File: config.mk
export PLATFORM = sky130hd
export DESIGN_NAME = mwa_queue
export DESIGN_NICKNAME = d
export VERILOG_FILES = /design/src/hdl/mwa_pkg.sv /design/src/hdl/mwa_queue.sv
export SDC_FILE = /design/constraint.sdc
export NUM_CORES = 1
export LEC_CHECK = 0
export BUFFER_PORTS_ARGS = -buffer_cell sky130_fd_sc_hd__buf_2
export CORE_AREA = 2 2 146 148
export CTS_CLUSTER_DIAMETER = 30
export DETAILED_ROUTE_END_ITERATION = 7
export DIE_AREA = 0 0 148 150
export HOLD_SLACK_MARGIN = 0.02
export PLACE_DENSITY_LB_ADDON = 0.25
export SLEW_MARGIN = 20
export SYNTH_ARGS = -nofsm -noshare
export SYNTH_HDL_FRONTEND = slang
export SYNTH_SLANG_ARGS = --single-unit
File: constraint.sdc
create_clock -name i_clk -period 6.14 [get_ports i_clk]
set_input_delay 0.307 -clock i_clk [delete_from_list [all_inputs] [get_ports i_clk]]
set_output_delay 0.307 -clock i_clk [all_outputs]
set_load 0.005 [all_outputs]
File: src/hdl/mwa_pkg.sv
// Shared types and constants for the max window average block.
package mwa_pkg;

    localparam int SUM_BITS  = 42;
    localparam int AVG_BITS  = 48;
    localparam int FRAC_BITS = 16;
    localparam int WLEN_BITS = 11;
    localparam int DATA_BITS = 32;

    // Divider: magnitude of the sum shifted left by the fraction bits.
    localparam int DVD_BITS  = SUM_BITS + FRAC_BITS;
    localparam int DIV_STEPS = DVD_BITS;
    localparam int DCNT_BITS = $clog2(DIV_STEPS);

    // Queue between front and back.
    localparam int QDEPTH = 4;
    localparam int QAW    = $clog2(QDEPTH);
    localparam int QCW    = $clog2(QDEPTH + 1);

    // One classified sample on its way to the back end.
    typedef struct packed {
        logic signed [DATA_BITS-1:0] add;      // new sample, sign extended
        logic signed [DATA_BITS-1:0] sub_val;  // sample leaving the window, or zero
        logic                        full;     // a full window exists after this sample
        logic                        last;     // end of sequence
        logic [WLEN_BITS-1:0]        k;        // effective window length
    } t_item;

endpackage

File: src/hdl/mwa_queue.sv
// Small FIFO of classified samples between front and back end.
module mwa_queue import mwa_pkg::*; (
    input  logic           i_clk,
    input  logic           i_rst_n,
    input  logic           i_push,
    input  t_item          i_item,
    input  logic           i_pop,
    output t_item          o_item,
    output logic [QCW-1:0] o_count
);

    t_item          r_slots [QDEPTH];
    logic [QAW-1:0] r_wp, r_rp;
    logic [QCW-1:0] r_count;

    always_ff @(posedge i_clk) begin
        if (i_push) begin
            r_slots[r_wp] <= i_item;
        end
    end

    always_ff @(posedge i_clk) begin
        if (!i_rst_n) begin
            r_wp    <= '0;
            r_rp    <= '0;
            r_count <= '0;
        end else begin
            if (i_push) begin
                r_wp <= r_wp + QAW'(1);
            end
            if (i_pop) begin
                r_rp <= r_rp + QAW'(1);
            end
            unique case ({i_push, i_pop})
                2'b10:   r_count <= r_count + QCW'(1);
                2'b01:   r_count <= r_count - QCW'(1);
                default: r_count <= r_count;
            endcase
        end
    end

    assign o_item  = r_slots[r_rp];
    assign o_count = r_count;

endmodule

* Word-level counts from Yosys, hierarchy flattened
Memories as Yosys holds them, arrays and structs flattened. A register that Yosys moved wholly into a read port is not among the register bits.
Index checks and enable logic that the tools add are counted.
** Word-level totals
- RAM bits :: 308
- Output and inout port bits :: 80
- Memories :: 1
- Bits in registers :: 7
** Cells by class
- Mux-type cells :: 5
- Reduce and logical (&&, ||, !) cells :: 1
- $add $sub $neg :: 4
- Equal/unequal tests :: 2
** Memories
- r_slots :: words 4, width 77, read ports 1, clocked after memory_dff 1, wr ports 1, RTL line mwa_queue.sv:12 : t_item r_slots [QDEPTH];
** Operators by type and width (count)
- $pmux 3 s2 :: 1
- $add 2x1->2 const B :: 2
- $mux 2 :: 2
- $add 3x1->3 const B :: 1
- $sub 3x1->3 const B :: 1
- $eq 2x1->1 const B :: 1
- $eq 2x2->1 const B :: 1
- $mux 1 :: 2
- $reduce_bool 2->1 :: 1

* Depth between registers and ports, before layout
- Depth in word-level cells :: 3
- Depth in mapped cells :: 7
- Gate-level depth less buffers :: 7

* Worst setup path before layout
Ideal clock, no wire load.
- Kind :: reg-to-reg
- Start :: register r_wp[0]
- End :: memory r_slots[0][0] (netlist name), enable pin
- Cell stages (with the launch flop) :: 4
- Library setup time :: 0.443 ns
- Arrival :: 2.337 ns
- Setup slack :: 3.359 ns
- Period minus slack after synthesis :: 2.781 ns
- Data required time :: 5.697 ns
- Cell sequence :: dfxtp_1 inv_1 ha_1 and2_1
** RTL lines
- start, declared :: RTL line mwa_queue.sv:13 : logic [QAW-1:0] r_wp, r_rp;
- start signal, assigned :: RTL line mwa_queue.sv:29 : r_wp <= r_wp + QAW'(1);
- end, declared :: RTL line mwa_queue.sv:12
Straight into the memory's write port.

==> flow_summary.ini <==
[sta]
period_share_pct = 53.6
slew_violations = 0
hold_viol = 0
finalSetupViolCount = 0
fin_skew_ns = 0.0163
layout_min_cycle_time_ns = 3.29
tightest_slew_ns = 1.06
grt_setup_unrepaired = no
slew_headroom_pct = 29.0
setup_tns_ns = 0
fmax_mhz = 304

[die]
start_util_pct = 56.0
dieArea_um2 = 22200
num_rows = 53
die-width_um = 148
core_area_um2 = 20700
chipHeight_um = 150
io_pins = 161

[flow_run]
cap_viol_max_count = 0

[cells_and_area]
drive_above_1_share_pct = 43.2
area_growth_pct = 29.7
final_nets = 807
filler_cell_count = 1223
fin_area_um2 = 15000
postLayoutCoreUtil_pct = 72.6

[min_path]
hold_path_class = in -> reg
whs_path_depth = 1
min_to = r_slots[0][37]
hold_start = i_item[37]

[clocking]
post_cts_buffers = 0
cts_root_buf = clkbuf_16
cts_buffers = 47
tritoncts = done
cts.sinks = 317
clkLatencyLatePin_ns = 0.52
clk_pin_slew_ns = 0.05
htree_levels = 2
clock_path_buffers = 3

[outcome]
status = complete, no violations

[placement]
post-dp-hpwl_um = 11700
place.gp.congestion = 0.677
numPortBuffers = 160
post_dp_cell_area_um2 = 12600

[yosys]
yosysWarnings = 0
synth_nets = 534
yosys-top-cells-count = 308 x edfxtp_1, 77 x mux4_2, 10 x and2_1, 9 x dfxtp_1, 6 x inv_1
synth_most_common_cell = edfxtp_1
async_flop_share_pct = 0
synth_area_um2 = 11600
synth_top_area_share_pct = 79.8
synthDistinctLibCells = 20
seq_area_frac_synth_pct = 81.4
synth_area_leaders = edfxtp_1 80%, mux4_2 15%, dfxtp_1 1.6%, buf_12 0.69%, and2_1 0.54%
ys_ff_latch = 317
synthFlopType = edfxtp_1
synth_top_area_cell = edfxtp_1
synth_edf_count = 308
postSynthCellCount = 447
syn_avg_cell_area_um2 = 25.9

[pwr]
p_int_w = 0.00447
switching_power_w = 0.00118
peakVddDrop_v = 0.000313
p_clk_share_pct = 47.5
combPwrFrac_pct = 7.6
total_power_w = 0.00564
p_per_area_nw_per_um2 = 376
p_leak_nw = 5.23
switching_share_pct = 20.9
p_seq_share_pct = 44.9

[global_route]
grt_overflow_total = 0
grt_max_degree = 71
antenna_found_initial = 1
grt_pass1_vias = 6197
grt.total_usage_pct = 19.9
grt_pass1_wl_um = 33300

[drt]
drtIter0Drc = 282
ant_nets = 0
routed_wl_um = 21500
wl_per_cell_um = 20.8
dr.pass1.iters = 4
post-route-drc-count = 0
num_vias = 5598
avgViaCountPerCell = 5.42

[critical_path]
crit_buf_inv = 2
reg2reg_slack_ns = 3.96
path_cells = buf_4, mux4_2, buf_2
cp.arrival_ns = 2.98
reg2reg_to = r_slots[0][51]
critPathMaxStageDelay_ns = 0.89
r2r-start = r_wp[1]
startpoint_type = register
cpLargestDelayFamily = flip-flops
cp-end-kind = primary output
rr_worst_depth = 4
critPathKind = reg -> out
path_max_fanout = 41
required_ns = 5.83
cp_slowest_cell = dfxtp_4
layout make-up:
type	count	area [µm²]	share of cell area (%)
sequential	317	9440	62.8
multi-input combinational	106	1980	13.2
timing repair buffer	242	1630	10.8
clock buffer	48	1180	7.85
clock inverter	38	435	2.90
tap	275	344	2.29
inverter	6	22.5	0.150
antenna	1	2.50	0.0167
metrics by stage:
step	hold WS [ns]	worst slack [ns]	cells
6_report	0.0470	2.85	1033
5_1_grt	0.0344	2.57	1032
4_1_cts	0.0270	2.74	1032
3_5_place_dp	0.514	3.30	870
3_3_place_gp	0.473	3.29	869
2_1_floorplan	0.406	3.36	447
worst max path at each step:
stage	depth (start not counted)	from	to	slack, ns
floorplan	3	r_wp[0]	r_slots[0][0]	3.36
global placement	3	register	o_item[72]	3.29
detailed placement	3	register	o_item[72]	3.30
CTS	3	register	o_item[72]	2.74
global route	3	register	o_item[72]	2.57
finish	3	register	o_item[72]	2.85
cells by family (layout without fill, tap and decap cells):
| logic type | after synthesis | after routing | share of synthesized area, % |
|---|---|---|---|
| buffers and inverters | 24 | 334 | 1.59 |
| and+or+nand+nor | 14 | 14 | 0.713 |
| xor gates and xnor gates | 5 | 5 | 0.378 |
| other | 0 | 1 | 0 |
| DFF | 317 | 317 | 81.4 |
| AOI/OAI and AO/OA | 3 | 3 | 0.151 |
| adders and majority gates | 6 | 6 | 0.713 |
| muxes | 78 | 78 | 15.1 |
flip-flops by register name (all words and copies together), names as in the netlist, named ones only:
register,cells
o_count,3
r_rp,2
r_slots,308
r_wp,2
what timing repair did:
action                                  4_1_cts  5_1_grt
hold endpoints to repair                    304        0
resized for setup                             0        0
hold buffers                                 76        0
endpoints found under the setup margin        0        0
layout by cell type, fill, tap and decap left out:
| cell type | n |
|---|---|
| clkinv_4 | 4 |
| clkbuf_1 | 1 |
| buf_16 | 1 |
| or3_1 | 1 |
| dfxtp_4 | 2 |
| clkinvlp_4 | 3 |
| edfxtp_1 | 308 |
| o21ai_0 | 2 |
| ha_1 | 5 |
| xnor2_1 | 2 |
| inv_1 | 6 |
| mux2i_1 | 1 |
| fa_1 | 1 |
| nand2_1 | 2 |
| buf_4 | 5 |
| inv_8 | 2 |
| clkinv_2 | 9 |
| clkinv_1 | 7 |
| clkbuf_16 | 47 |
| a21boi_0 | 1 |
| buf_2 | 160 |
| and2_4 | 4 |
| and2_1 | 6 |
| dfxtp_1 | 7 |
| bufinv_16 | 8 |
| dlygate4sd3_1 | 76 |
| diode_2 | 1 |
| inv_6 | 5 |
| xor2_1 | 3 |
| nor2b_1 | 1 |
| mux4_2 | 77 |
routing by layer:
metal / vias up / wire length (µm) / part of all wire [%] / track usage, %
met4: 0 / 260 / 1.2 / 6.29
met2: 202 / 11100 / 51 / 33.4
met1: 2905 / 8650 / 40 / 26.0
met3: 22 / 1550 / 7.2 / 5.00
met5: - / 0 / 0 / 0
li1: 2469 / - / - / -
power by group through the flow:
| stage | clock [W] | combinational (W) | sequential [W] |
|---|---|---|---|
| floorplan | 0 | 0.000247 | 0.00255 |
| global placement | 0 | 0.000372 | 0.00258 |
| detailed placement | 0 | 0.000393 | 0.00258 |
| CTS | 0.00272 | 0.000436 | 0.00254 |
| global route | 0.00282 | 0.000467 | 0.00255 |
| finish | 0.00268 | 0.000429 | 0.00254 |
No activity file was read; power rests on OpenSTA's default activity.
