## src/hdl/mwa_pkg.sv

```systemverilog
// Shared types and constants for the max window average block.
package mwa_pkg;

    localparam int SUM_BITS  = 42;
    localparam int AVG_BITS  = 48;
    localparam int FRAC_BITS = 16;
    localparam int WLEN_BITS = 11;
    localparam int DATA_BITS = 32;

    // Divider: magnitude of the sum shifted left by the fraction bits.
    localparam int DVD_BITS  = SUM_BITS + FRAC_BITS;
    localparam int DIV_STEPS = DVD_BITS;
    localparam int DCNT_BITS = $clog2(DIV_STEPS);

    // Queue between front and back.
    localparam int QDEPTH = 4;
    localparam int QAW    = $clog2(QDEPTH);
    localparam int QCW    = $clog2(QDEPTH + 1);

    // One classified sample on its way to the back end.
    typedef struct packed {
        logic signed [DATA_BITS-1:0] add;      // new sample, sign extended
        logic signed [DATA_BITS-1:0] sub_val;  // sample leaving the window, or zero
        logic                        full;     // a full window exists after this sample
        logic                        last;     // end of sequence
        logic [WLEN_BITS-1:0]        k;        // effective window length
    } t_item;

endpackage

```

## src/hdl/mwa_div.sv

```systemverilog
// Bit-serial signed divider: (value << 16) / divisor, truncated, saturated to 48 bits.
module mwa_div import mwa_pkg::*; (
    input  logic                       i_clk,
    input  logic                       i_rst_n,
    input  logic                       i_start,
    input  logic signed [SUM_BITS-1:0] i_value,
    input  logic [WLEN_BITS-1:0]       i_divisor,
    output logic                       o_done,
    output logic signed [AVG_BITS-1:0] o_quot
);

    localparam logic [1:0] D_IDLE = 2'd0;
    localparam logic [1:0] D_RUN  = 2'd1;
    localparam logic [1:0] D_FIN  = 2'd2;

    localparam logic [DVD_BITS-1:0] Q_NEG_LIM = DVD_BITS'(1) << (AVG_BITS - 1);
    localparam logic [DVD_BITS-1:0] Q_POS_LIM = Q_NEG_LIM - DVD_BITS'(1);

    logic [1:0]                 r_state;
    logic [DCNT_BITS-1:0]       r_cnt;
    logic [DVD_BITS-1:0]        r_dvd;
    logic [WLEN_BITS-1:0]       r_rem;
    logic [WLEN_BITS-1:0]       r_div;
    logic                       r_neg;
    logic                       r_done;
    logic signed [AVG_BITS-1:0] r_quot;

    logic [WLEN_BITS:0]   trial;
    logic                 qbit;
    logic [WLEN_BITS-1:0] n_rem;
    logic [SUM_BITS-1:0]  mag;
    logic [DVD_BITS-1:0]  neg_q;

    always_comb begin
        trial = {r_rem, r_dvd[DVD_BITS-1]};
        qbit  = trial >= {1'b0, r_div};
        n_rem = qbit ? WLEN_BITS'(trial - {1'b0, r_div}) : trial[WLEN_BITS-1:0];
        mag   = i_value[SUM_BITS-1] ? SUM_BITS'(-i_value) : SUM_BITS'(i_value);
        neg_q = -r_dvd;
    end

    always_ff @(posedge i_clk) begin
        if (!i_rst_n) begin
            r_state <= D_IDLE;
            r_done  <= 1'b0;
        end else begin
            r_done <= 1'b0;
            unique case (r_state)
                D_IDLE: begin
                    if (i_start) begin
                        r_state <= D_RUN;
                    end
                end
                D_RUN: begin
                    if (r_cnt == DCNT_BITS'(DIV_STEPS - 1)) begin
                        r_state <= D_FIN;
                    end
                end
                D_FIN: begin
                    r_state <= D_IDLE;
                    r_done  <= 1'b1;
                end
                default: r_state <= D_IDLE;
            endcase
        end
    end

    always_ff @(posedge i_clk) begin
        unique case (r_state)
            D_IDLE: begin
                if (i_start) begin
                    r_dvd <= {mag, {FRAC_BITS{1'b0}}};
                    r_rem <= '0;
                    r_cnt <= '0;
                    r_div <= i_divisor;
                    r_neg <= i_value[SUM_BITS-1];
                end
            end
            D_RUN: begin
                r_dvd <= {r_dvd[DVD_BITS-2:0], qbit};
                r_rem <= n_rem;
                r_cnt <= r_cnt + DCNT_BITS'(1);
            end
            D_FIN: begin
                if (r_neg) begin
                    r_quot <= (r_dvd > Q_NEG_LIM) ? AVG_BITS'(Q_NEG_LIM) : neg_q[AVG_BITS-1:0];
                end else begin
                    r_quot <= (r_dvd > Q_POS_LIM) ? AVG_BITS'(Q_POS_LIM) : r_dvd[AVG_BITS-1:0];
                end
            end
            default: r_cnt <= '0;
        endcase
    end

    assign o_done = r_done;
    assign o_quot = r_quot;

endmodule

```

## src/hdl/mwa_back.sv

```systemverilog
// Back end: running window sum, best sum tracking, result register.
module mwa_back import mwa_pkg::*; (
    input  logic                       i_clk,
    input  logic                       i_rst_n,
    input  logic [QCW-1:0]             i_q_count,
    input  t_item                      i_item,
    output logic                       o_pop,
    output logic                       o_valid,
    input  logic                       i_ready,
    output logic signed [SUM_BITS-1:0] o_max_sum,
    output logic signed [AVG_BITS-1:0] o_max_avg,
    output logic                       o_too_short
);

    localparam logic [1:0] ST_ACC = 2'd0;
    localparam logic [1:0] ST_DIV = 2'd1;
    localparam logic [1:0] ST_OUT = 2'd2;

    logic [1:0]                 r_state;
    logic signed [SUM_BITS-1:0] r_run, r_best, r_osum;
    logic                       r_bvalid;
    logic signed [AVG_BITS-1:0] r_oavg;
    logic                       r_short;

    logic signed [SUM_BITS-1:0] n_run, n_best;
    logic                       n_bvalid;
    logic                       pop, div_start, div_done;
    logic signed [AVG_BITS-1:0] div_quot;

    always_comb begin
        n_run    = r_run + SUM_BITS'(i_item.add) - SUM_BITS'(i_item.sub_val);
        n_best   = (i_item.full && (!r_bvalid || n_run > r_best)) ? n_run : r_best;
        n_bvalid = r_bvalid | i_item.full;
    end

    assign pop       = (i_q_count != '0) && (r_state == ST_ACC);
    assign div_start = pop && i_item.last && n_bvalid;

    mwa_div u_div (
        .i_clk     (i_clk),
        .i_rst_n   (i_rst_n),
        .i_start   (div_start),
        .i_value   (n_best),
        .i_divisor (i_item.k),
        .o_done    (div_done),
        .o_quot    (div_quot)
    );

    always_ff @(posedge i_clk) begin
        if (!i_rst_n) begin
            r_state  <= ST_ACC;
            r_run    <= '0;
            r_best   <= '0;
            r_bvalid <= 1'b0;
        end else begin
            unique case (r_state)
                ST_ACC: begin
                    if (pop) begin
                        if (i_item.last) begin
                            r_run    <= '0;
                            r_best   <= '0;
                            r_bvalid <= 1'b0;
                            r_state  <= n_bvalid ? ST_DIV : ST_OUT;
                        end else begin
                            r_run    <= n_run;
                            r_best   <= n_best;
                            r_bvalid <= n_bvalid;
                        end
                    end
                end
                ST_DIV: begin
                    if (div_done) begin
                        r_state <= ST_OUT;
                    end
                end
                ST_OUT: begin
                    if (i_ready) begin
                        r_state <= ST_ACC;
                    end
                end
                default: r_state <= ST_ACC;
            endcase
        end
    end

    always_ff @(posedge i_clk) begin
        if (pop && i_item.last) begin
            r_osum  <= n_bvalid ? n_best : '0;
            r_oavg  <= '0;
            r_short <= !n_bvalid;
        end else if (div_done) begin
            r_oavg <= div_quot;
        end
    end

    assign o_pop       = pop;
    assign o_valid     = (r_state == ST_OUT);
    assign o_max_sum   = r_osum;
    assign o_max_avg   = r_oavg;
    assign o_too_short = r_short;

    a_short_zero: assert property (@(posedge i_clk) disable iff (!i_rst_n)
        (o_valid && o_too_short) |-> (o_max_sum == '0 && o_max_avg == '0))
        else $error("too_short result carries nonzero fields");

    a_done_in_div: assert property (@(posedge i_clk) disable iff (!i_rst_n)
        div_done |-> (r_state == ST_DIV))
        else $error("divider finished outside divide state");

    a_out_release: assert property (@(posedge i_clk) disable iff (!i_rst_n)
        (o_valid && i_ready) |=> (r_state == ST_ACC))
        else $error("back end did not return to accumulate after result");

    a_div_to_out: assert property (@(posedge i_clk) disable iff (!i_rst_n)
        (r_state == ST_OUT && $past(r_state) == ST_DIV) |-> $past(div_done))
        else $error("result shown before average was ready");

endmodule

```

## config.mk

```make
export PLATFORM = sky130hd
export DESIGN_NAME = mwa_back
export DESIGN_NICKNAME = d
export VERILOG_FILES = /design/src/hdl/mwa_pkg.sv /design/src/hdl/mwa_div.sv /design/src/hdl/mwa_back.sv
export SDC_FILE = /design/constraint.sdc
export NUM_CORES = 1
export LEC_CHECK = 0
export BUFFER_PORTS_ARGS = -buffer_cell sky130_fd_sc_hd__clkbuf_2
export CORE_UTILIZATION = 46
export DETAILED_ROUTE_END_ITERATION = 7
export PLACE_DENSITY = 0.65
export SYNTH_ARGS = -nofsm -noshare
export SYNTH_HDL_FRONTEND = slang
export SYNTH_SLANG_ARGS = --single-unit
```

## constraint.sdc

```tcl
create_clock -name i_clk -period 9 [get_ports i_clk]
set_clock_uncertainty 0.1 [all_clocks]
set_input_delay 0.45 -clock i_clk [delete_from_list [all_inputs] [get_ports i_clk]]
set_output_delay 0.45 -clock i_clk [all_outputs]
set_load 0.005 [all_outputs]
```

# Word-level counts from Yosys, hierarchy flattened
# Index checks and enable logic that the tools add are counted.
# word_totals
inputBits	83
elab_cells	80
regBits	316
output_inout_bits	93
# op_classes
n_addsub	6
n_eq_ne	11
n_bitwise	2
n_reduce_logical	17
muxes	25
order_cmp	4
# ops
op	count
42-bit two-way mux	4
48-bit two-way mux	3
58-bit case mux with 2 select lines	1
58-bit by 47-bit greater-than comparator with 1-bit output, second input constant	1
58-bit by 48-bit greater-than comparator with 1-bit output, second input constant	1
58-bit two-way mux	1
48-bit negation	1
42-bit by 32-bit adder with 42-bit output	1
42-bit greater-than comparator	1
42-bit negation	1
42-bit by 32-bit subtractor with 42-bit output	1
11-bit two-way mux	2
11-bit case mux with 2 select lines	1
6-bit case mux with 3 select lines	1
2-bit two-way mux	7
12-bit by 11-bit >= comparator with 1-bit output	1
11-bit subtractor	1
2-bit AND reduction	5
6-bit by 1-bit adder with 6-bit output, second input constant	1
6-bit == test, second input constant	1
6-bit two-way mux	1
2-bit by 1-bit != test with 1-bit output, second input constant	3
2-bit != test, second input constant	3
2-bit case mux with 3 select lines	1
13 further kinds	21

# Depth between registers and ports, before layout
# Gate-level depths: netlist of run 1.
# logic_depth
word_depth	10
depth_mapped	31
mapped_depth_nobuf	28

# By module
# Synthesis of run 1 repeated with hierarchy kept, for this count alone.
# hier_totals
hier_cells	2097
area_unflattened_um2	20085.5
# modules_own_cells
mod	cells_each	instances	area_each_um2	seq_area_each_um2
mwa_back	1291	1	11757.5	3993.8
mwa_div	806	1	8328.0	4113.9

# Worst setup path after synthesis of run 1
# Ideal clock, no wire load.
# synth_timing
kind	in2reg
startpoint	input port i_item[52] in the netlist's numbering
endpoint	register u_div.r_dvd[33] (data pin)
setup_ps	270
arrival_time_ps	6796
cell_stages	27
n_path_buf	5
slack_ps	1834
required_ps	8630
cell_sequence	inv_1 fa_1 inv_1 ha_1 clkbuf_1 nand3_1 nor4_1 o211ai_1 a31oi_1 o31ai_1 o21ai_0 o221ai_1 xnor2_1 ha_1 nand4_1 nor4_1 nand4_1 nand2_1 o211ai_1 a211oi_1 clkbuf_1 clkbuf_1 buf_1 clkbuf_1 mux2i_1 xor2_1 a21oi_1
# synth_via
elab_chain_cells	10
# synth_lines
item	line_no	source
start: declaration	mwa_back.sv:6	input t_item i_item,
42-bit by 32-bit adder with 42-bit output *	mwa_back.sv:31	n_run = r_run + SUM_BITS'(i_item.add) - SUM_BITS'(i_item.sub_val);
42-bit by 32-bit subtractor with 42-bit output *	mwa_back.sv:31	
42-bit greater-than comparator	mwa_back.sv:32	n_best = (i_item.full && (!r_bvalid || n_run > r_best)) ? n_run : r_best;
1-bit logical OR	mwa_back.sv:32	
1-bit logical AND	mwa_back.sv:32	
42-bit two-way mux *	mwa_back.sv:32	
42-bit negation	mwa_div.sv:38	mag = i_value[SUM_BITS-1] ? SUM_BITS'(-i_value) : SUM_BITS'(i_value);
42-bit two-way mux *	mwa_div.sv:38	
58-bit two-way mux *	mwa_div.sv:71	if (i_start) begin
58-bit case mux with 2 select lines *	mwa_div.sv:69	unique case (r_state)
end signal: assignment	mwa_div.sv:72	r_dvd <= {mag, {FRAC_BITS{1'b0}}};
end signal: assignment	mwa_div.sv:80	r_dvd <= {r_dvd[DVD_BITS-2:0], qbit};
end: declaration	mwa_div.sv:21	logic [DVD_BITS-1:0] r_dvd;
# Mark *: on every way between the ends. The rest lies on a longest branch, timed or not. The select of a mux whose other input is x is not followed.
# A chain may end at the register's enable or synchronous reset.

# Worst setup path after layout of run 1
# layout_timing
startpoint	register r_run[3]
endpoint	register u_div.r_dvd[54] (data pin)
# layout_via
elab_chain_cells	10
# layout_lines
item	line_no	source
start: declaration	mwa_back.sv:20	logic signed [SUM_BITS-1:0] r_run, r_best, r_osum;
start signal: assignment	mwa_back.sv:65	r_run <= n_run;
42-bit by 32-bit adder with 42-bit output *	mwa_back.sv:31	
42-bit by 32-bit subtractor with 42-bit output *	mwa_back.sv:31	
42-bit greater-than comparator	mwa_back.sv:32	
1-bit logical OR	mwa_back.sv:32	
1-bit logical AND	mwa_back.sv:32	
42-bit two-way mux *	mwa_back.sv:32	
42-bit negation	mwa_div.sv:38	
42-bit two-way mux *	mwa_div.sv:38	
58-bit two-way mux *	mwa_div.sv:71	
58-bit case mux with 2 select lines *	mwa_div.sv:69	
# Marked as above.

==> results of run 1 <==
logic make-up (layout without fill, tap and decap cells):
kind of cell               after synthesis  after routing  share of synthesized area (%)
AOI/OAI and AO/OA                      514            514                           17.0
xor gates and xnor gates                74             74                           3.21
adders and majority gates              141            141                           10.3
buffers and inverters                  372            559                           7.17
DFF                                    316            316                           40.2
muxes                                   98             98                           4.87
and+or+nand+nor                        691            691                           17.2
final timing paths:
check,from,to,slack (ns)
worst max-delay path,r_run[3]$_SDFFE_PN0P_,u_div.r_dvd[54]$_DFFE_PP_,0.81
worst min-delay path,i_ready,r_state[1]$_SDFFE_PN0P_,0.10
worst min register to register,u_div.o_quot[18]$_DFFE_PP_,o_max_avg[18]$_SDFFE_PP0P_,0.38
worst max register to register,r_run[3]$_SDFFE_PN0P_,u_div.r_dvd[54]$_DFFE_PP_,0.81
area by class of cell:
class | count | area (sq um)
timing repair buffer | 236 | 1370
sequential | 316 | 8110
clock inverter | 20 | 151
tap | 585 | 732
clock buffer | 48 | 1020
fill | 3949 | 20200
multi-input combinational | 1518 | 10700
inverter | 255 | 958
synth_stat cells (8+ instances only):
cell type,n
o21a_1,9
a31oi_1,14
nand2b_1,9
mux2i_1,97
or4_1,8
ha_1,99
xor2_1,32
dfxtp_1,138
nand3_1,35
a211oi_1,21
o211a_1,10
nor3_1,54
o211ai_1,19
o22ai_1,31
nor2b_1,80
a21boi_0,10
nor2_1,205
and3_1,13
and2_1,50
a21oi_1,103
inv_1,253
or2_2,10
buf_1,16
o21ai_0,106
o21ai_1,10
o311ai_1,32
fa_1,42
edfxtp_1,178
nand2_1,124
a22oi_1,56
o31ai_1,14
nand4_1,28
clkbuf_1,93
xnor2_1,42
nor4_1,19
or3_1,26
a21o_1,27
power breakdown:
part | switching (mW) | total, mW | internal [mW] | leakage [nW]
Combinational | 2.58 | 4.20 | 1.63 | 6.05
Clock | 0.627 | 1.46 | 0.835 | 0.582
Sequential | 0.229 | 2.18 | 1.96 | 2.81
sequential cells by signal (all words and copies together) (netlist names):
register	count
o_max_avg	48
o_max_sum	42
o_too_short	1
r_best	42
r_bvalid	1
r_run	42
r_state	2
u_div.o_done	1
u_div.o_quot	48
u_div.r_cnt	6
u_div.r_div	11
u_div.r_dvd	58
u_div.r_neg	1
u_div.r_rem	11
u_div.r_state	2
through the flow:
step | utilization, % | worst slack (ns)
finish | 53.3 | 0.812
global route | 53.3 | 0.357
CTS | 53.3 | 0.903
detailed placement | 50.3 | 0.745
global placement | 50.3 | 1.05
floorplan | - | 1.83
routing by layer:
layer | global-route usage, % | part of all wire [%] | vias to the layer above
met3 | 3.58 | 6.3 | 75
met4 | 6.62 | 2.1 | 0
met2 | 39.0 | 46 | 576
met1 | 34.2 | 46 | 7981
li1 | - | - | 8151
met5 | 0 | 0 | -
repair_timing:
| item | 4_1_cts | 5_1_grt |
|---|---|---|
| setup endpoints to repair | 0 | 0 |
| endpoints found under the hold margin | 11 | 0 |
| gates resized for setup | 0 | 0 |
| hold buffers | 11 | 0 |
worst max-delay path, cell delays in order (launching register included):
cell and delay (ns):
dfxtp_1 0.33, inv_1 0.06, fa_1 0.48, inv_1 0.04, ha_1 0.35, o21ai_0 0.18, nor4_1 0.61, o211ai_1 0.27
a31oi_1 0.47, o31ai_1 0.18, o21ai_0 0.32, o221ai_1 0.19, xnor2_1 0.16, buf_4 0.17, ha_1 0.34, nand4_1 0.15
nor4_1 0.53, nand4_1 0.21, nand2_1 0.11, o211ai_1 0.13, a211oi_4 0.80, buf_4 0.34, and4_1 0.22, o22a_1 0.27
o21a_1 0.20, nand4b_1 0.26, and3_1 0.29, nor3_1 0.23
==> impl_results.md, run 1 <==
* Hold Path Depth at 3
* First-pass DRT Iterations at 5
* Ant. Diodes at 0
* Slew Limit Fails at 0
* Netlist cell types at 81
* DP HPWL at just under 40000 microns
* Chip width at 211 microns
* Number of clock sinks at 316
* DR WL/cell at 18.2 microns
* Startpoint types: register
* Most used DFF post-synth: edfxtp_1
* Routed Antenna Nets at 0
* Mapped cell area at 20200 sq um
* Cell row count at 76
* CP Data Required Time at ~9.3 ns
* DP Area at 21700 sq um
* Die area at 44700 sq um
* Commonest cells after routing, fill and taps aside: inv_1 (253), nor2_1 (203), edfxtp_1 (178), clkbuf_2 (174), dfxtp_1 (137)
* Reg2reg path depth at 27
* Final period utilization at 91.0%
* #FFs+latches synth at about 320
* Crit path kind: register to register
* Final wirelength at between 50000 and 60000 microns
* Via density per instance at 5.64
* RSZ-0062 raised after global routing: false
* CP Capture Type: register
* Ports at 176
* Most common cell after layout, fill and taps aside: inv_1
* CTS tree: built
* CTS clk-pin slew, worst paths at 0.06 ns
* Initial antenna violation count at 0
* Drt first-iter violations at ~1300
* Total grt overflow at 0
* Max Fclk at 122 MHz
* Synth warn at 0
* Port Buffer Count at 175
* Die H at 211 microns
* Clk root buf: clkbuf_16
* Core Area at 43200 sq um
* CTS buffer count at 37
* Post-route minimum period at 8.19 ns
* Syn_area_per_cell at around 9 sq um
* # nets final at 2588
* Final hold violation count at 0
* Setup TNS Final at 0 ns
* RePlAce Congestion at 0.946
* Cells after Synth at ~2200
* Top cells by area, synth: edfxtp_1 (27%), dfxtp_1 (14%), ha_1 (6.1%)
* Hold slack at 0.103 ns
* Total power at between 7 and 8 mW
* Placed insts at 2899
* FFs w/ async S/R, synth at 0%
* Area leader, netlist: edfxtp_1
* Synthesis-to-finish area growth at 14.1%
* Sequential share of the synthesized area at 40.2%
* Crit-path max FO at 15
* CTS H-tree lvls at 2
* Postcts setup bufs at 0
* Slew HR at 25.9%
* Design Area, Final at 23000 sq um
* Worst-margin pin slew at 1.11 ns
* Power per cell area at 341 nW/um^2
* First-pass GRT wire length at 86300 microns
* Yosys top cell area share at 26.5%
* Share of layout cells above drive strength 1 at between 10% and 20%
* Total track usage at 24.3%
* Vias in the first global route at 16100
* Clk_lat worst skew at between 0.5 and 0.6 ns
* Peak supply drop at 0.212 mV
* Net Count, Synth at roughly 2400
* Residual DRC at 0
* Vias at approximately 17000
* EDFF count, synth at 178
* Max-Cap Viols at 0
* Hold Path Class: input pin to register
* Leakage power at 9.44 nW
* CTS max path bufs at 3
* Status: completed
* Starting density of the core at 46.7%
* Pin count of the biggest net entering global routing at 93
* Final setup viols at 0
* Post-Layout Cell Count at 2978
* Worst endpoint data arrival time at 8.47 ns
No activity file was read; power rests on OpenSTA's default activity.
==> run 2: changes to the inputs <==
--- a/config.mk
+++ b/config.mk
@@ -8,6 +8,7 @@
 export BUFFER_PORTS_ARGS = -buffer_cell sky130_fd_sc_hd__clkbuf_2
 export CORE_UTILIZATION = 46
 export DETAILED_ROUTE_END_ITERATION = 7
+export GPL_TIMING_DRIVEN = 0
 export PLACE_DENSITY = 0.65
 export SYNTH_ARGS = -nofsm -noshare
 export SYNTH_HDL_FRONTEND = slang
==> run 2 against run 1 <==
- routed wire length rose by 6.9%
- hold slack improved by 0.025 ns
- cell area rose by 1.1%
- clock-buffer cell count rose by 6
- maximum frequency fell by 4.9%
- cell count rose by 2.4%
- register-to-register slack got worse by 0.42 ns
- sequential power barely moved
- setup slack got worse by 0.42 ns
- combinational power fell by 1%
- die area did not move
- clock power rose by 4%
- critical path type unchanged
- critical endpoint is now u_div.r_dvd[39]$_DFFE_PP_
- largest cell class unchanged
- largest power group unchanged
==> impl_results.md, run 2 (synthesized netlist as in run 1, its figures left out) <==
* Initial antenna violation count at 0 (unchanged)
* Post-route minimum period at 8.61 ns (+0.422 ns)
* Hold Path Depth at 3 (unchanged)
* Die area at 44700 sq um (unchanged)
* Most frequent CP cell: clkbuf_2
* Crit path kind: register to register
* Status: completed
* Via density per instance at 5.66 (+0.46%)
* Pin count of the biggest net entering global routing at 71 (-24%)
* Startpoint types: register
* Layer with the highest usage: met2
* DP HPWL at 45000 microns (+13%)
* Reg2reg start: r_run[11]$_SDFFE_PN0P_
* Slew Limit Fails at 0 (unchanged)
* Met2 Resource Use GR at 42.4% (+3.4 points)
* Vias at 17300 (+2.8%)
* Synthesis-to-finish area growth at 15.4%
* Max Fclk at 116 MHz (-4.9%)
* Reg2reg path depth at 27 (unchanged)
* Fillers at 4011 (+1.6%)
* CP Data Required Time at 9.17 ns (-0.11 ns)
* First-pass GRT wire length at 90000 microns (+4.3%)
* Largest Register: u_div.r_dvd
* CTS buffer count at 37 (unchanged)
* Final period utilization at 95.7% (+4.7 points)
* Switching share of power at 44.4% (+0.66 points)
* Die H at 211 microns (unchanged)
* Ports at 176 (unchanged)
* CTS clk-pin slew, worst paths at 0.07 ns (about the same)
* Share of layout cells above drive strength 1 at 12.0% (-1.4 points)
* Cell row count at 76 (unchanged)
* Hold EP: r_state[1]$_SDFFE_PN0P_
* CP Capture Type: register
* Combinational power share at 52.8% (-0.7 points)
* Starting density of the core at 46.7% (unchanged)
* Final setup viols at 0 (unchanged)
* Clk root buf: clkbuf_16
* Global Route met3 Usage at 2.97% (-0.61 points)
* Clock power share at 19.4% (+0.8 points)
* Worst-margin pin slew at 1.30 ns (+0.191 ns)
* Number of clock sinks at 316 (unchanged)
* Port Buffer Count at 173 (-1.1%)
* Share of power burned in registers at 27.8% (about the same)
* CTS tree: built
* CTS max path bufs at 3 (unchanged)
* Final wirelength at 57800 microns (+6.9%)
* Worst endpoint data arrival time at 8.78 ns (+0.31 ns)
* Chip width at 211 microns (unchanged)
* RR Endpoint: u_div.r_dvd[39]$_DFFE_PP_
* Peak supply drop at 0.128 mV (-39%)
* Reg2reg setup slack at 0.39 ns (-0.42 ns)
* Hold Crit Start: i_ready
* Vias in the first global route at 16400 (+2.0%)
* Commonest cells after routing, fill and taps aside: inv_1 (253), nor2_1 (205), clkbuf_2 (184), edfxtp_1 (178), dfxtp_1 (138)
* Sw Pwr at 3.49 mW (+1.7%)
* RePlAce Congestion at 0.955 (+0.97%)
* Placed insts at 2968 (+2.4%)
* Residual DRC at 0 (unchanged)
* Design Area, Final at 23300 sq um (+1.1%)
* Hold Path Class: input pin to register
* Total grt overflow at 0 (unchanged)
* Met1 usage at 34.9% (+0.62 points)
* Setup slack after layout at 0.390 ns (-0.422 ns)
* Clk_lat worst skew at 0.55 ns (about the same)
* Post-Layout Cell Count at 3048 (+2.4%)
* Setup TNS Final at 0 ns (unchanged)
* Slew HR at 11.8% (-14 points)
* Max reg flops at 58 (unchanged)
* Routed Antenna Nets at 0 (unchanged)
* Ant. Diodes at 0 (unchanged)
* Power per cell area at 338 nW/um^2 (-0.89%)
* DR WL/cell at 19.0 microns (+4.5%)
* Biggest cell delay along the critical path at 0.55 ns (-0.25 ns)
* # nets final at 2658 (+2.7%)
* Final hold violation count at 0 (unchanged)
* Leakage power at 9.46 nW (+0.23%)
* First-pass DRT Iterations at 5 (unchanged)
* Pint at 4.37 mW (-0.95%)
* Worst path slowest cell: mux2i_1
* Post-Place Worst Slack at -1.62 ns (-2.36 ns)
* DP Area at 21800 sq um (+0.51%)
* Crit-path max FO at 10 (-5)
* Most common cell after layout, fill and taps aside: inv_1
* Total track usage at 25.7% (+1.4 points)
* Core Area at 43200 sq um (unchanged)
* Total power at 7.87 mW (+0.22%)
* Drt first-iter violations at 1270 (-1.3%)
* CTS H-tree lvls at 2 (unchanged)
* Max-Cap Viols at 0 (unchanged)
[run 2: cell types whose count changed in the layout (fill, tap and decap cells not counted), sizes merged]
cell,delta
clkbuf,+100
buf,-24
clkinv,-11
clkinvlp,+2
inv,+2
bufinv,+1
[run 2: final cells by class]
cell class                      instances  area [sq um]  area share [%]
Multi-Input combinational cell       1518         10700            45.9
Inverter                              255           957            4.11
Clock buffer                           54          1100            4.72
Tap cell                              585           732            3.15
Clock inverter                         14           141           0.608
Sequential cell                       316          8110            34.9
Timing Repair Buffer                  189          1040            4.45
Buffer                                117           505            2.17
[run 2: worst max-delay path by stage]
stage	from	end	slack, ns	cells past startpoint
global route	r_run[7]$_SDFFE_PN0P_	u_div.r_dvd[53]$_DFFE_PP_	-0.01	28
finish	r_run[11]$_SDFFE_PN0P_	u_div.r_dvd[39]$_DFFE_PP_	0.39	27
detailed placement	i_item[20]	u_div.r_dvd[41]$_DFFE_PP_	-1.62	27
floorplan	i_item[52]	u_div.r_dvd[33]$_DFFE_PP_	1.83	27
CTS	r_run[12]$_SDFFE_PN0P_	o_max_sum[14]$_SDFFCE_PP0P_	0.18	27
global placement	i_item[20]	u_div.r_dvd[42]$_DFFE_PP_	-1.53	27
[run 2: power groups by stage]
stage / Combinational (mW) / Clock (mW) / Sequential [mW]
after global placement: 3.89 / 0 / 2.20
final: 4.15 / 1.52 / 2.19
after global routing: 4.57 / 1.60 / 2.22
after floorplan: 2.84 / 0 / 2.13
after CTS: 4.04 / 1.55 / 2.18
after detailed placement: 4.00 / 0 / 2.21
[run 2: worst max-delay path, delay by kind of cell (launching register included)]
kind,cells,cell delay [ns]
AOI/OAI and AO/OA,10,2.79
xor gates and xnor gates,1,0.11
adders and majority gates,3,1.13
buffers and inverters,7,1.84
DFF,1,0.39
muxes,1,0.55
and+or+nand+nor,5,1.39
[run 2: routing by layer]
metal | wire length [microns] | vias to the layer above
met3 | 3020 | 93
met1 | 26100 | 8256
li1 | - | 8322
met5 | 0 | -
met4 | 1720 | 0
met2 | 27000 | 585
[run 2: what timing repair did]
action / CTS / global route
gates cloned: 0 / 0
gates resized for setup: 13 / 11
pin swaps: 0 / 1
hold endpoints to repair: 11 / 0
setup buffers: 0 / 1
endpoints found under the setup margin: 120 / 57
hold buffers: 11 / 0
[run 2: per-stage QoR]
step,hold slack (ns),utilization (%)
global placement,0.362,50.4
detailed placement,0.374,50.6
global route,0.129,53.9
CTS,0.112,53.8
floorplan,0.357,-
finish,0.129,53.9
